$ cat config.mk
export PLATFORM = sky130hd
export DESIGN_NAME = fmp_ctrl
export DESIGN_NICKNAME = d
export VERILOG_FILES = /design/src/sv/fmp_pkg.sv /design/src/sv/fmp_ctrl.sv
export SDC_FILE = /design/constraint.sdc
export NUM_CORES = 1
export LEC_CHECK = 0
export BUFFER_PORTS_ARGS = -buffer_cell sky130_fd_sc_hd__clkbuf_2
export CORE_AREA = 2 2 39 41
export DETAILED_ROUTE_END_ITERATION = 6
export DIE_AREA = 0 0 41 43
export RECOVER_POWER = 50
export SLEW_MARGIN = 20
export SYNTH_ARGS = -nofsm -noshare
export SYNTH_HDL_FRONTEND = slang
export SYNTH_SLANG_ARGS = --single-unit
$ cat constraint.sdc
create_clock -name clk -period 3.7 [get_ports clk]
set_input_delay 0.185 -clock clk [delete_from_list [all_inputs] [get_ports clk]]
set_output_delay 0.185 -clock clk [all_outputs]
set_load 0.005 [all_outputs]
$ cat src/sv/fmp_pkg.sv
// fmp_pkg: shared types and constants for the fractional max pooling engine.
// Item op codes, register indexes, cell word layout, controller states and
// the command/status structs between controller and datapath.
package fmp_pkg;

	localparam int OP_W      = 3;
	localparam int IDX_W     = 6;
	localparam int BND_W     = 11;
	localparam int COORD_W   = 10;
	localparam int CHAN_W    = 5;
	localparam int SAMPLE_W  = 16;
	localparam int DIM_W     = 11;
	localparam int CNT_W     = 7;
	localparam int MASK_W    = 32;
	localparam int CFG_IDX_W = 3;

	// item operations
	localparam logic [OP_W-1:0] OP_LOAD_X = 3'd0;
	localparam logic [OP_W-1:0] OP_LOAD_Y = 3'd1;
	localparam logic [OP_W-1:0] OP_CLEAR  = 3'd2;
	localparam logic [OP_W-1:0] OP_PIXEL  = 3'd3;
	localparam logic [OP_W-1:0] OP_READ   = 3'd4;

	// register indexes
	localparam logic [CFG_IDX_W-1:0] CFG_IN_WIDTH   = 3'd0;
	localparam logic [CFG_IDX_W-1:0] CFG_IN_HEIGHT  = 3'd1;
	localparam logic [CFG_IDX_W-1:0] CFG_OUT_WIDTH  = 3'd2;
	localparam logic [CFG_IDX_W-1:0] CFG_OUT_HEIGHT = 3'd3;
	localparam logic [CFG_IDX_W-1:0] CFG_OVERLAP    = 3'd4;
	localparam logic [CFG_IDX_W-1:0] CFG_CHAN_MASK  = 3'd5;

	typedef struct packed {
		logic                       seen;
		logic signed [SAMPLE_W-1:0] value;
		logic [CHAN_W-1:0]          chan;
		logic [COORD_W-1:0]         px;
		logic [COORD_W-1:0]         py;
	} cell_word_t;

	typedef enum logic [2:0] {
		ST_CLEAR,
		ST_IDLE,
		ST_MASK,
		ST_RUN,
		ST_UPD,
		ST_RDQ,
		ST_RDD
	} state_t;

	typedef struct packed {
		logic capture;   // latch item fields
		logic tbl_wr;    // boundary table write
		logic clr_start; // restart sweep counter
		logic sweep;     // clear one cell entry
		logic mask_ld;   // register region hit masks
		logic cell_rd;   // read current pixel cell
		logic cell_upd;  // compare and write current pixel cell
		logic rd_issue;  // read cell for a read item
		logic out_ld;    // load result register
	} ctrl_cmd_t;

	typedef struct packed {
		logic sweep_last;
		logic cells_empty;
		logic last_cell;
		logic out_free;
	} dp_stat_t;

endpackage

$ cat src/sv/fmp_ctrl.sv
// fmp_ctrl: controller state machine sequencing items over the datapath.
// Depends on fmp_pkg.
module fmp_ctrl import fmp_pkg::*; (
	input  logic            clk,
	input  logic            arst_n,
	input  logic            item_valid,
	input  logic [OP_W-1:0] item_op,
	output logic            item_stall,
	input  dp_stat_t        stat,
	output ctrl_cmd_t       cmd
);

	state_t state_q, state_d;

	always_ff @(posedge clk or negedge arst_n) begin
		if (!arst_n) begin
			state_q <= ST_CLEAR;
		end else begin
			state_q <= state_d;
		end
	end

	always_comb begin
		state_d    = state_q;
		cmd        = '0;
		item_stall = state_q != ST_IDLE;
		unique case (state_q)
			ST_CLEAR: begin
				cmd.sweep = 1'b1;
				if (stat.sweep_last) begin
					state_d = ST_IDLE;
				end
			end
			ST_IDLE: begin
				if (item_valid) begin
					cmd.capture = 1'b1;
					unique case (item_op)
						OP_LOAD_X, OP_LOAD_Y: cmd.tbl_wr = 1'b1;
						OP_CLEAR: begin
							cmd.clr_start = 1'b1;
							state_d       = ST_CLEAR;
						end
						OP_PIXEL: state_d = ST_MASK;
						OP_READ:  state_d = ST_RDQ;
						default: ;
					endcase
				end
			end
			ST_MASK: begin
				cmd.mask_ld = 1'b1;
				state_d     = ST_RUN;
			end
			ST_RUN: begin
				if (stat.cells_empty) begin
					state_d = ST_IDLE;
				end else begin
					cmd.cell_rd = 1'b1;
					state_d     = ST_UPD;
				end
			end
			ST_UPD: begin
				cmd.cell_upd = 1'b1;
				state_d      = stat.last_cell ? ST_IDLE : ST_RUN;
			end
			ST_RDQ: begin
				cmd.rd_issue = 1'b1;
				state_d      = ST_RDD;
			end
			ST_RDD: begin
				if (stat.out_free) begin
					cmd.out_ld = 1'b1;
					state_d    = ST_IDLE;
				end
			end
			default: state_d = ST_IDLE;
		endcase
	end

endmodule

* After elaboration in Yosys (flattened, before gate mapping)
Index checks and enable logic that the tools add are counted.
Cells by class: add/subtract/negate cells 0, $mul 0, div/mod/pow operators 0, $lt $le $gt $ge 0, equality and inequality tests 15, shift-type cells 0, multiplexer cells 19, bitwise gates (word level) 0, reductions and logical operators 4
Operators with widths (count):
- case mux 3 bit (7 select lines) | 1
- 2-to-1 mux 3 bit | 6
- == test 3 x 2 -> 1 bit, second input constant | 4
- == test 3 bit, second input constant | 4
- 2-to-1 mux 1 bit | 10
- case mux 3 bit (3 select lines) | 1
- == test 3 x 1 -> 1 bit, second input constant | 2
- zero test 3 bit | 2
- != test 2 bit, second input constant | 3
- != test 4 x 2 -> 1 bit, second input constant | 1
- AND reduction 4 bit | 1
- != test 3 x 1 -> 1 bit, second input constant | 1
- 2-to-1 mux 2 bit | 1
- OR reduction 2 bit | 1
Storage, ports and cells: flip-flop bits (word level) 3, bits in latches 0, memory bits (writable) 0, ROM bits 0, input port bits 10, output and inout port bits 10, word-level logic and storage cells 39, memories kept 0

* Logic depth before layout (Yosys ltp)
Gate-level depths: netlist of the first run.
word-level depth 5, gate-level depth with buffers 4, depth with buffers taken out 3

* Worst setup path after synthesis of the first run
OpenSTA, ideal clock, no wires.
kind register to output, from register state_q[1], to output port cmd[6] (netlist name), data arrival time 1.210 ns, required time 3.515 ns, slack 2.305 ns, cell stages (with the launch flop) 4, path buffers 0, cells stage by stage dfrtp_1 -> or3b_4 -> or2_4 -> nor3b_2
RTL lines:
- start, declared | RTL line fmp_ctrl.sv:13 | state_t state_q, state_d;
- start signal, assigned | RTL line fmp_ctrl.sv:19 | state_q <= state_d;
- end, declared | RTL line fmp_ctrl.sv:10 | output ctrl_cmd_t cmd

==> summary.md, run 1 <==
| Metric | Value |
|---|---|
| Run status | finished clean |
| Endpoints failing setup | 0 |
| Yosys warning total | 0 |
| Finished Cell Area | 440 um2 |
| Post-Synth Simple-Gate Area | 46.9% |
| Fin. max-slew vios | 0 |
| Initial DRC count | 5 |
| Least-Margin Pin Slew | 0.378 ns |
| First-pass GRT wire length | 1210 um |
| TritonCTS clock tree | built |
| Multi-input gate area | 208 um2 |
| Core Area | 0.00138 mm2 |
| XOR/XNOR share of the synthesized area | 0% |
| Worst skew pair latency | 0.23 ns |
| DR pass1 iterations | 2 |
| Nets | 69 |
| Critical setup path kind | reg -> out |
| Adder-cell share of the synthesized area | 0% |
| Complex-gate fraction of the synthesized area | 22.2% |
| Placed cell areas | 408 um2 |
| EDFF count, synth | 0 |
| Largest register FFs | 3 |
| Combinational family with the most area after synthesis | simple AND/OR/NAND/NOR gates |
| Tmin final | 1.93 ns |
| Register area share after synthesis | 24.7% |
| Post-CTS setup buffer count | 0 |
| Total track usage | 10.1% |
| Routed vias | 348 |
| Worst path required time | 3.51 ns |
| Reg with most FFs | state_q |
| Post-Syn Area | 304 um2 |
| Largest net degree at the start of global routing | 15 |
| Vias in the first global route | 313 |
| Reg2reg start | state_q[0] |
| Root Driver | clkbuf_4 |
| Maximum clock frequency | 0.519 GHz |
| CTS Buf Count | 3 |
| Final clock skew | 0.00169 ns |
| LEAKAGE | 0.000225 uW |
| Non-Filler Instances | 74 |
| N_diodes | 0 |
| Power Dens Cells | 641 mW/mm2 |
| Cell taking the most area after synthesis | dfrtp_1 |
| Die Y | 43 um |
| Yosys reg bits | 3 |
| Post-synth cell types | 25 |
| R2R Setup Slk | 2.28 ns |
| Rel. slew slack | 74.4% |
| Worst-path maximum fanout | 14 |
| Initial antenna violation count | 0 |
| Hold Path Class | in -> async |
| Worst slack at placement | 2.02 ns |
| Post-Synthesis Net Count | 47 |
| Dpl cells | 69 |
| Routed WL per cell | 10.2 um |
| # DRC | 0 |
| Site row count | 14 |
| Routed wire length | 756 um |
| Area growth syn-to-layout | 44.9% |
| Mapped Cells | 37 |
| Top_reg_cell synth | dfrtp_1 |
| Hold Vio Cnt, Final | 0 |
| Die Footprint | 0.00176 mm2 |
| CP Data Arrival Time | 1.74 ns |
| # fillers | 157 |
| MaxCap Viol Count | 0 |
| Register area | 75.1 um2 |
| Final ANT Viol Nets | 0 |
| Grt ovf | 0 |
| Die W | 41 um |
| Number of H-tree levels | 1 |
| R2r worst-path depth | 3 |
| Share of the synthesized area in the top cell type | 24.7% |
| Final Cycle Share | 52.1% |
| RR Endpoint | state_q[1] |
| IO Count | 20 |
| Proportion of synthesized area in mux cells | 0% |
| CTS clock-pin slew for the worst setup and hold paths | 0.04 ns |
| Final core utilization | 31.8% |
| Syn Area/Cell | 8.22 um2 |
| Setup_tns | 0 ns |
| Fraction of layout cells with a size suffix above 1 | 43.1% |
| Clock Path Buffers | 2 |
| Peak VDD IR | 0.000336 V |
| Largest regs | state_q x3 |
| Port buffer count | 19 |
| Synth async-reset ratio | 100% |
| Initial Utilization | 22.0% |
| Vias/cell | 4.70 |
| Largest cells by area after synthesis | dfrtp_1 (25%), nor3b_1 (4.9%), o31ai_1 (4.9%), nor2b_1 (4.1%), nor3b_2 (4.1%) |
| CP Launch Type | flip-flop |
| Crit path capture type | output pin |
| RSZ-0062 raised after global routing | false |
| Placer Congestion | 0.693 |
| Sinks on Clock Net | 3 |
| Top cells by instance count after synthesis | clkbuf_1 (3), dfrtp_1 (3) |
| PnR worst setup slack | 1.77 ns |
==> final cells by class <==
type	count	area share (%)
tap	16	4.55
inverter	2	1.70
multi-input combinational	29	47.2
timing repair buffer	20	23.6
clock buffer	4	5.97
sequential	3	17.0
==> kinds of logic (layout without fill, tap and decap cells) <==
family          Yosys count  count (layout)
simple gates             19              19
compound gates           10              10
buf+inv                   5              26
flops                     3               3
==> worst max path at each step <==
stage	from	depth (start not counted)	to	slack (ns)
after CTS	state_q[0]	4	cmd[6]	1.77
after floorplan	state_q[1]	3	cmd[6]	2.31
final	state_q[0]	4	cmd[6]	1.77
after global routing	state_q[0]	4	cmd[6]	1.63
after detailed placement	state_q[0]	4	cmd[6]	2.02
after global placement	state_q[0]	4	cmd[6]	2.04
==> report_power, final <==
part | internal, uW | switching, uW | total, uW
clock | 40.5 | 17.6 | 58.1
sequential | 47.7 | 41.3 | 89.0
combinational | 78.6 | 56.5 | 135
total | 167 | 115 | 282
==> metal layers <==
metal / track usage [%] / up-vias / wire (um)
met5: 0 / - / 0
met4: 6.00 / 0 / 0
met3: 3.14 / 0 / 68
met2: 13.1 / 18 / 354
met1: 13.9 / 149 / 333
li1: - / 181 / -
==> cell usage in the layout (no fill, tap or decap), drive strengths merged <==
| master | count |
|---|---|
| nand4bb | 1 |
| and3b | 1 |
| nand2 | 2 |
| and4b | 1 |
| o31ai | 2 |
| o311ai | 1 |
| nor2 | 2 |
| or2 | 1 |
| nor2b | 2 |
| and3 | 1 |
| nor3b | 3 |
| nor4bb | 1 |
| inv | 2 |
| a21oi | 2 |
| a31o | 1 |
| dfrtp | 3 |
| nor3 | 2 |
| a211oi | 1 |
| o21bai | 1 |
| or3b | 1 |
| dlygate4sd3 | 1 |
| clkbuf | 23 |
| o21ai | 2 |
| nand2b | 1 |
==> worst max-delay path: stages, from the launching register on <==
cell	delay, ns
dfrtp_1	0.53
or3b_1	0.44
or2_4	0.27
nor3b_2	0.14
clkbuf_2	0.13
==> metrics by stage <==
step	hold WS [ns]	total power [uW]
final	0.285	282
after global routing	0.319	310
after CTS	0.277	292
after detailed placement	-0.0147	231
after global placement	-0.0153	230
after floorplan	-0.111	185
==> what timing repair did <==
item                      in CTS  in global routing
hold buffers                   1                  0
gates resized for setup        0                  0
hold endpoints to repair       3                  0
Note: power is estimated with default switching activity, not from simulation.
==> inputs of run 2 (changes only) <==
==> constraint.sdc (replaced) <==
create_clock -name clk -period 2 [get_ports clk]
set_input_delay 0.1 -clock clk [delete_from_list [all_inputs] [get_ports clk]]
set_output_delay 0.1 -clock clk [all_outputs]
set_load 0.005 [all_outputs]
==> run 2 against run 1 <==
Wire length grew 0.79%; first-iteration DRC count unchanged; clock power up 84%; register-to-register slack worse by 1.7 ns; cell count unchanged; setup slack worse by 1.6 ns; critical endpoint unchanged; largest power group unchanged.
==> summary.md, run 2 (same netlist as run 1, synthesis figures left out) <==
| Metric | Value |
|---|---|
| Largest register FFs | 3 (unchanged) |
| Met2 usage | 13.1% (unchanged) |
| LEAKAGE | 0.000226 uW (about the same) |
| Fraction of layout cells with a size suffix above 1 | 44.8% (+1.7 points) |
| CP Launch Type | flip-flop |
| Grt ovf | 0 (unchanged) |
| Total Power | 535 uW (+90%) |
| Sinks on Clock Net | 3 (unchanged) |
| Met3 usage | 3.14% (unchanged) |
| Reg with most FFs | state_q |
| Final Cycle Share | 91.5% |
| Maximum clock frequency | 0.546 GHz |
| Die Y | 43 um (unchanged) |
| GR peak layer | met1 |
| Vias/cell | 4.69 (-0.29%) |
| Number of H-tree levels | 1 (unchanged) |
| Tmin final | 1.83 ns |
| Worst path required time | 1.90 ns (-1.61 ns) |
| Met1 global-route usage | 13.9% (unchanged) |
| First-pass GRT wire length | 1210 um (unchanged) |
| Peak VDD IR | 0.000626 V (+86%) |
| Final clock skew | 0.00169 ns (unchanged) |
| Critical setup path kind | reg -> out |
| Endpoints failing setup | 0 (unchanged) |
| RSZ-0062 raised after global routing | false |
| TritonCTS clock tree | built |
| Initial Utilization | 22.0% (unchanged) |
| Root Driver | clkbuf_4 |
| Rel. slew slack | 74.6% (+0.11 points) |
| # DRC | 0 (unchanged) |
| Least-Margin Pin Slew | 0.376 ns (-0.00168 ns) |
| Hold Vio Cnt, Final | 0 (unchanged) |
| Routed vias | 347 (-0.29%) |
| Largest net degree at the start of global routing | 15 (unchanged) |
| DR pass1 iterations | 2 (unchanged) |
| Area growth syn-to-layout | 45.7% |
| CP Data Arrival Time | 1.73 ns (about the same) |
| Most frequent cells in the layout | clkbuf_2 (18), clkbuf_4 (3), dfrtp_1 (3) |
| Nets | 69 (unchanged) |
| Initial antenna violation count | 0 (unchanged) |
| Initial DRC count | 5 (unchanged) |
| Final ANT Viol Nets | 0 (unchanged) |
| Largest regs | state_q x3 |
| Port buffer count | 19 (unchanged) |
| Power Dens Cells | 1210 mW/mm2 (+88%) |
| Routed wire length | 762 um (+0.79%) |
| CTS Buf Count | 3 (unchanged) |
| Worst skew pair latency | 0.23 ns (about the same) |
| Die Footprint | 0.00176 mm2 (unchanged) |
| Routed WL per cell | 10.3 um (+0.79%) |
| Hold Path Class | in -> async |
| Vias in the first global route | 313 (unchanged) |
| Total track usage | 10.1% (unchanged) |
| Run status | finished clean |
| Clock Path Buffers | 2 (unchanged) |
| Placer Congestion | 0.694 (about the same) |
| N_diodes | 0 (unchanged) |
| Site row count | 14 (unchanged) |
| CTS clock-pin slew for the worst setup and hold paths | 0.04 ns (about the same) |
| Core Area | 0.00138 mm2 (unchanged) |
| Commonest non-fill, non-tap cell in the layout | clkbuf_2 |
| MaxCap Viol Count | 0 (unchanged) |
| Die W | 41 um (unchanged) |
| Crit path capture type | output pin |
| Post-CTS setup buffer count | 0 (unchanged) |
| Worst-path maximum fanout | 14 (unchanged) |
| Setup_tns | 0 ns (unchanged) |
| IO Count | 20 (unchanged) |
| Fin. max-slew vios | 0 (unchanged) |
[run 2: power breakdown]
group	total (uW)	leakage (uW)	switching, uW	internal, uW
clock	107	0.0000150	32.6	74.8
sequential	167	0.0000372	78.2	88.3
combinational	261	0.000173	105	156
[run 2: path summary, 6_finish.rpt]
path | start | to | slack, ns | cells after the start
max | state_q[0] | cmd[6] | 0.17 | 4
min reg2reg | state_q[0] | state_q[2] | 0.74 | 2
min in group clk | stat[2] | state_q[0] | 0.22 | 4
min | arst_n | state_q[2] | 0.20 | 2
max reg2reg | state_q[0] | state_q[1] | 0.59 | 3
max in group asynchronous | arst_n | state_q[0] | 1.65 | 2
[run 2: what timing repair did]
action | CTS | global route
hold buffers | 1 | 0
endpoints found under the hold margin | 3 | 0
gates resized for setup | 0 | 0
[run 2: critical path, stage by stage (launching register included)]
cell	delay, ns
dfrtp_1	0.53
or3b_4	0.44
or2_4	0.25
nor3b_2	0.14
clkbuf_2	0.13
[run 2: layout make-up]
class / instances / area (um2)
Sequential cell: 3 / 75.1
Inverter: 2 / 7.51
Clock buffer: 4 / 26.3
Timing Repair Buffer: 20 / 104
Fill cell: 156 / 941
Tap cell: 16 / 20.0
Multi-Input combinational cell: 29 / 210
[run 2: metal layers]
metal / share of wire, % / vias up
met4: 0 / 0
li1: - / 181
met2: 46 / 18
met1: 44 / 148
met5: 0 / -
met3: 8.9 / 0
[run 2: stage by stage]
stage          setup slack [ns]  cell area (um2)  instances  util (%)  hold slack, ns
6_report                  0.169              443         74      32.0           0.200
3_3_place_gp              0.426              408         69      29.5          -0.100
5_1_grt                  0.0347              443         74      32.0           0.234
4_1_cts                   0.157              444         74      32.1           0.192
2_1_floorplan             0.690              304         37         -          -0.196
3_5_place_dp              0.410              408         69      29.5         -0.0997
==> inputs of run 3 (changes only) <==
--- a/config.mk
+++ b/config.mk
@@ -10,6 +10,7 @@
 export DETAILED_ROUTE_END_ITERATION = 6
 export DIE_AREA = 0 0 41 43
 export RECOVER_POWER = 50
+export REMOVE_ABC_BUFFERS = 1
 export SLEW_MARGIN = 20
 export SYNTH_ARGS = -nofsm -noshare
 export SYNTH_HDL_FRONTEND = slang
==> run 3 against run 2 <==
Utilization grew 0.27 points; die area is the same; setup slack gained 0.032 ns; clock skew shrank 0.0015 ns; clock power is essentially flat; sequential share of layout area shrank 0.14 points; critical path depth is the same; worst hold slack gained 0.0041 ns; global-route usage grew 0.48 points; maximum frequency grew 1.8%; flip-flop and latch count is the same; wire length shrank 2.2%.
==> summary.md, run 3 (same netlist as run 1, synthesis figures left out) <==
| Metric | Value |
|---|---|
| Gate power share | 55.0% (+6.2 points) |
| Commonest non-fill, non-tap cell in the layout | clkbuf_2 |
| Worst path required time | 1.90 ns (about the same) |
| Fraction of layout cells with a size suffix above 1 | 40.7% (-4.1 points) |
| CP Launch Type | flip-flop |
| First-pass GRT wire length | 1280 um (+5.1%) |
| R2r worst-path depth | 3 (unchanged) |
| Fin. max-slew vios | 0 (unchanged) |
| Die Footprint | 0.00176 mm2 (unchanged) |
| LEAKAGE | 0.000220 uW (-2.4%) |
| Most frequent cells in the layout | clkbuf_2 (15), clkbuf_1 (5), clkbuf_4 (3), dfrtp_1 (3) |
| Largest register FFs | 3 (unchanged) |
| R2R Setup Slk | 0.63 ns (+0.04 ns) |
| Final ANT Viol Nets | 0 (unchanged) |
| Least-Margin Pin Slew | 0.337 ns (-0.0396 ns) |
| Total track usage | 10.5% (+0.48 points) |
| Die Y | 43 um (unchanged) |
| Post-CTS Resized | 0 (unchanged) |
| DR pass1 iterations | 2 (unchanged) |
| RR Endpoint | state_q[1] |
| Worst path slowest cell | dfrtp_1 |
| N_diodes | 0 (unchanged) |
| Final clock skew | 0.000217 ns (-0.00148 ns) |
| PnR worst setup slack | 0.202 ns (+0.0324 ns) |
| Clock Path Buffers | 2 (unchanged) |
| Peak VDD IR | 0.000325 V (-48%) |
| Routed WL per cell | 9.93 um (-3.5%) |
| Sequential power share | 25.5% (-5.6 points) |
| CP Data Arrival Time | 1.70 ns (-0.03 ns) |
| IO Count | 20 (unchanged) |
| Routed wire length | 745 um (-2.2%) |
| Root Driver | clkbuf_4 |
| TritonCTS clock tree | built |
| # DRC | 0 (unchanged) |
| Largest net degree at the start of global routing | 15 (unchanged) |
| Run status | finished clean |
| Vias/cell | 4.52 (-3.6%) |
| Core Area | 0.00138 mm2 (unchanged) |
| Largest regs | state_q x3 |
| Crit path capture type | output pin |
| Site row count | 14 (unchanged) |
| Clock Power Share | 19.5% (-0.6 points) |
| Initial Utilization | 22.0% (unchanged) |
| Critical setup path kind | reg -> out |
| Placer Congestion | 0.730 (+5.2%) |
| Sinks on Clock Net | 3 (unchanged) |
| Routed vias | 339 (-2.3%) |
| Reg2reg start | state_q[1] |
| Tmin final | 1.80 ns (-0.0324 ns) |
| CTS clock-pin slew for the worst setup and hold paths | 0.04 ns (about the same) |
| Number of H-tree levels | 1 (unchanged) |
| Reg with most FFs | state_q |
| Sw Share | 39.9% (-0.41 points) |
| Maximum clock frequency | 0.556 GHz (+1.8%) |
| Hold Path Class | in -> async |
| Int Pwr | 330 uW (+3.2%) |
| P_sw | 218 uW (+1.5%) |
| Hold Vio Cnt, Final | 0 (unchanged) |
| Final Cycle Share | 89.9% (-1.6 points) |
| Power Dens Cells | 1230 mW/mm2 (+1.7%) |
| Die W | 41 um (unchanged) |
| Initial antenna violation count | 0 (unchanged) |
| Area growth syn-to-layout | 46.9% |
| Endpoints failing setup | 0 (unchanged) |
| DP Wirelength | 559 um |
| Initial DRC count | 1 (-4) |
| MaxCap Viol Count | 0 (unchanged) |
| Crit path cell chain | or3b_4, or2_4, nor3b_2, clkbuf_2 |
| Final core utilization | 32.3% (+0.27 points) |
| Post-CTS setup buffer count | 0 (unchanged) |
| RSZ-0062 raised after global routing | false |
| Worst slack at placement | 0.443 ns (+0.0334 ns) |
| Vias in the first global route | 346 (+11%) |
| CTS Buf Count | 3 (unchanged) |
| Setup_tns | 0 ns (unchanged) |
| Grt ovf | 0 (unchanged) |
| Total Power | 548 uW (+2.5%) |
| Nets | 70 (+1.4%) |
| Port buffer count | 19 (unchanged) |
| Worst path max stage delay | 0.48 ns (-0.05 ns) |
| Worst-path maximum fanout | 13 (-1) |
| Worst skew pair latency | 0.23 ns (about the same) |
| Rel. slew slack | 77.2% (+2.7 points) |
==> run 3: changes by cell type in the layout (fill, tap and decap cells not counted) <==
cell,delta
clkbuf_1,+3
clkbuf_2,-3
buf_4,+1
==> run 3: power by group through the flow <==
stage	clock network, uW	registers [uW]	logic [uW]
floorplan	0	146	180
global placement	0	140	302
detailed placement	0	140	306
CTS	112	140	309
global route	117	151	342
finish	107	140	301
==> run 3: final cells by class <==
type                            instances  area [um2]
Tap cell                               16        20.0
Inverter                                2        7.51
Sequential cell                         3        75.1
Multi-Input combinational cell         29         210
Timing Repair Buffer                   21         108
Fill cell                             157         937
Clock buffer                            4        26.3
==> run 3: critical path, delay by kind of cell (launching register included) <==
kind	cells	cell delay, ns
AND/OR/NAND/NOR	3	0.85
buffers and inverters	1	0.13
flip-flops	1	0.48
==> run 3: worst max path at each step <==
stage,cells after the start,slack [ns],endpoint,startpoint
finish,4,0.20,cmd[6],state_q[1]
floorplan,3,0.58,cmd[6],state_q[0]
global placement,4,0.46,cmd[6],state_q[1]
CTS,4,0.19,cmd[6],state_q[1]
detailed placement,4,0.44,cmd[6],state_q[2]
global route,4,0.11,cmd[6],state_q[1]
==> run 3: what timing repair did <==
item,CTS,global route
endpoints found under the hold margin,3,0
hold buffers,1,0
endpoints found under the setup margin,0,0
==> run 3: per-layer routing <==
metal  vias up  track usage (%)  wire length (um)
met4         0             10.0                18
met1       147             14.4               341
met5         -                0                 0
li1        180                -                 -
met3         2                0                30
met2        10             14.1               355
==> run 3: through the flow <==
step,area [um2],cells,hold slack (ns)
after global routing,447,75,0.224
after floorplan,293,34,-0.196
after global placement,415,70,-0.101
after detailed placement,415,70,-0.103
final,447,75,0.204
after CTS,452,75,0.198
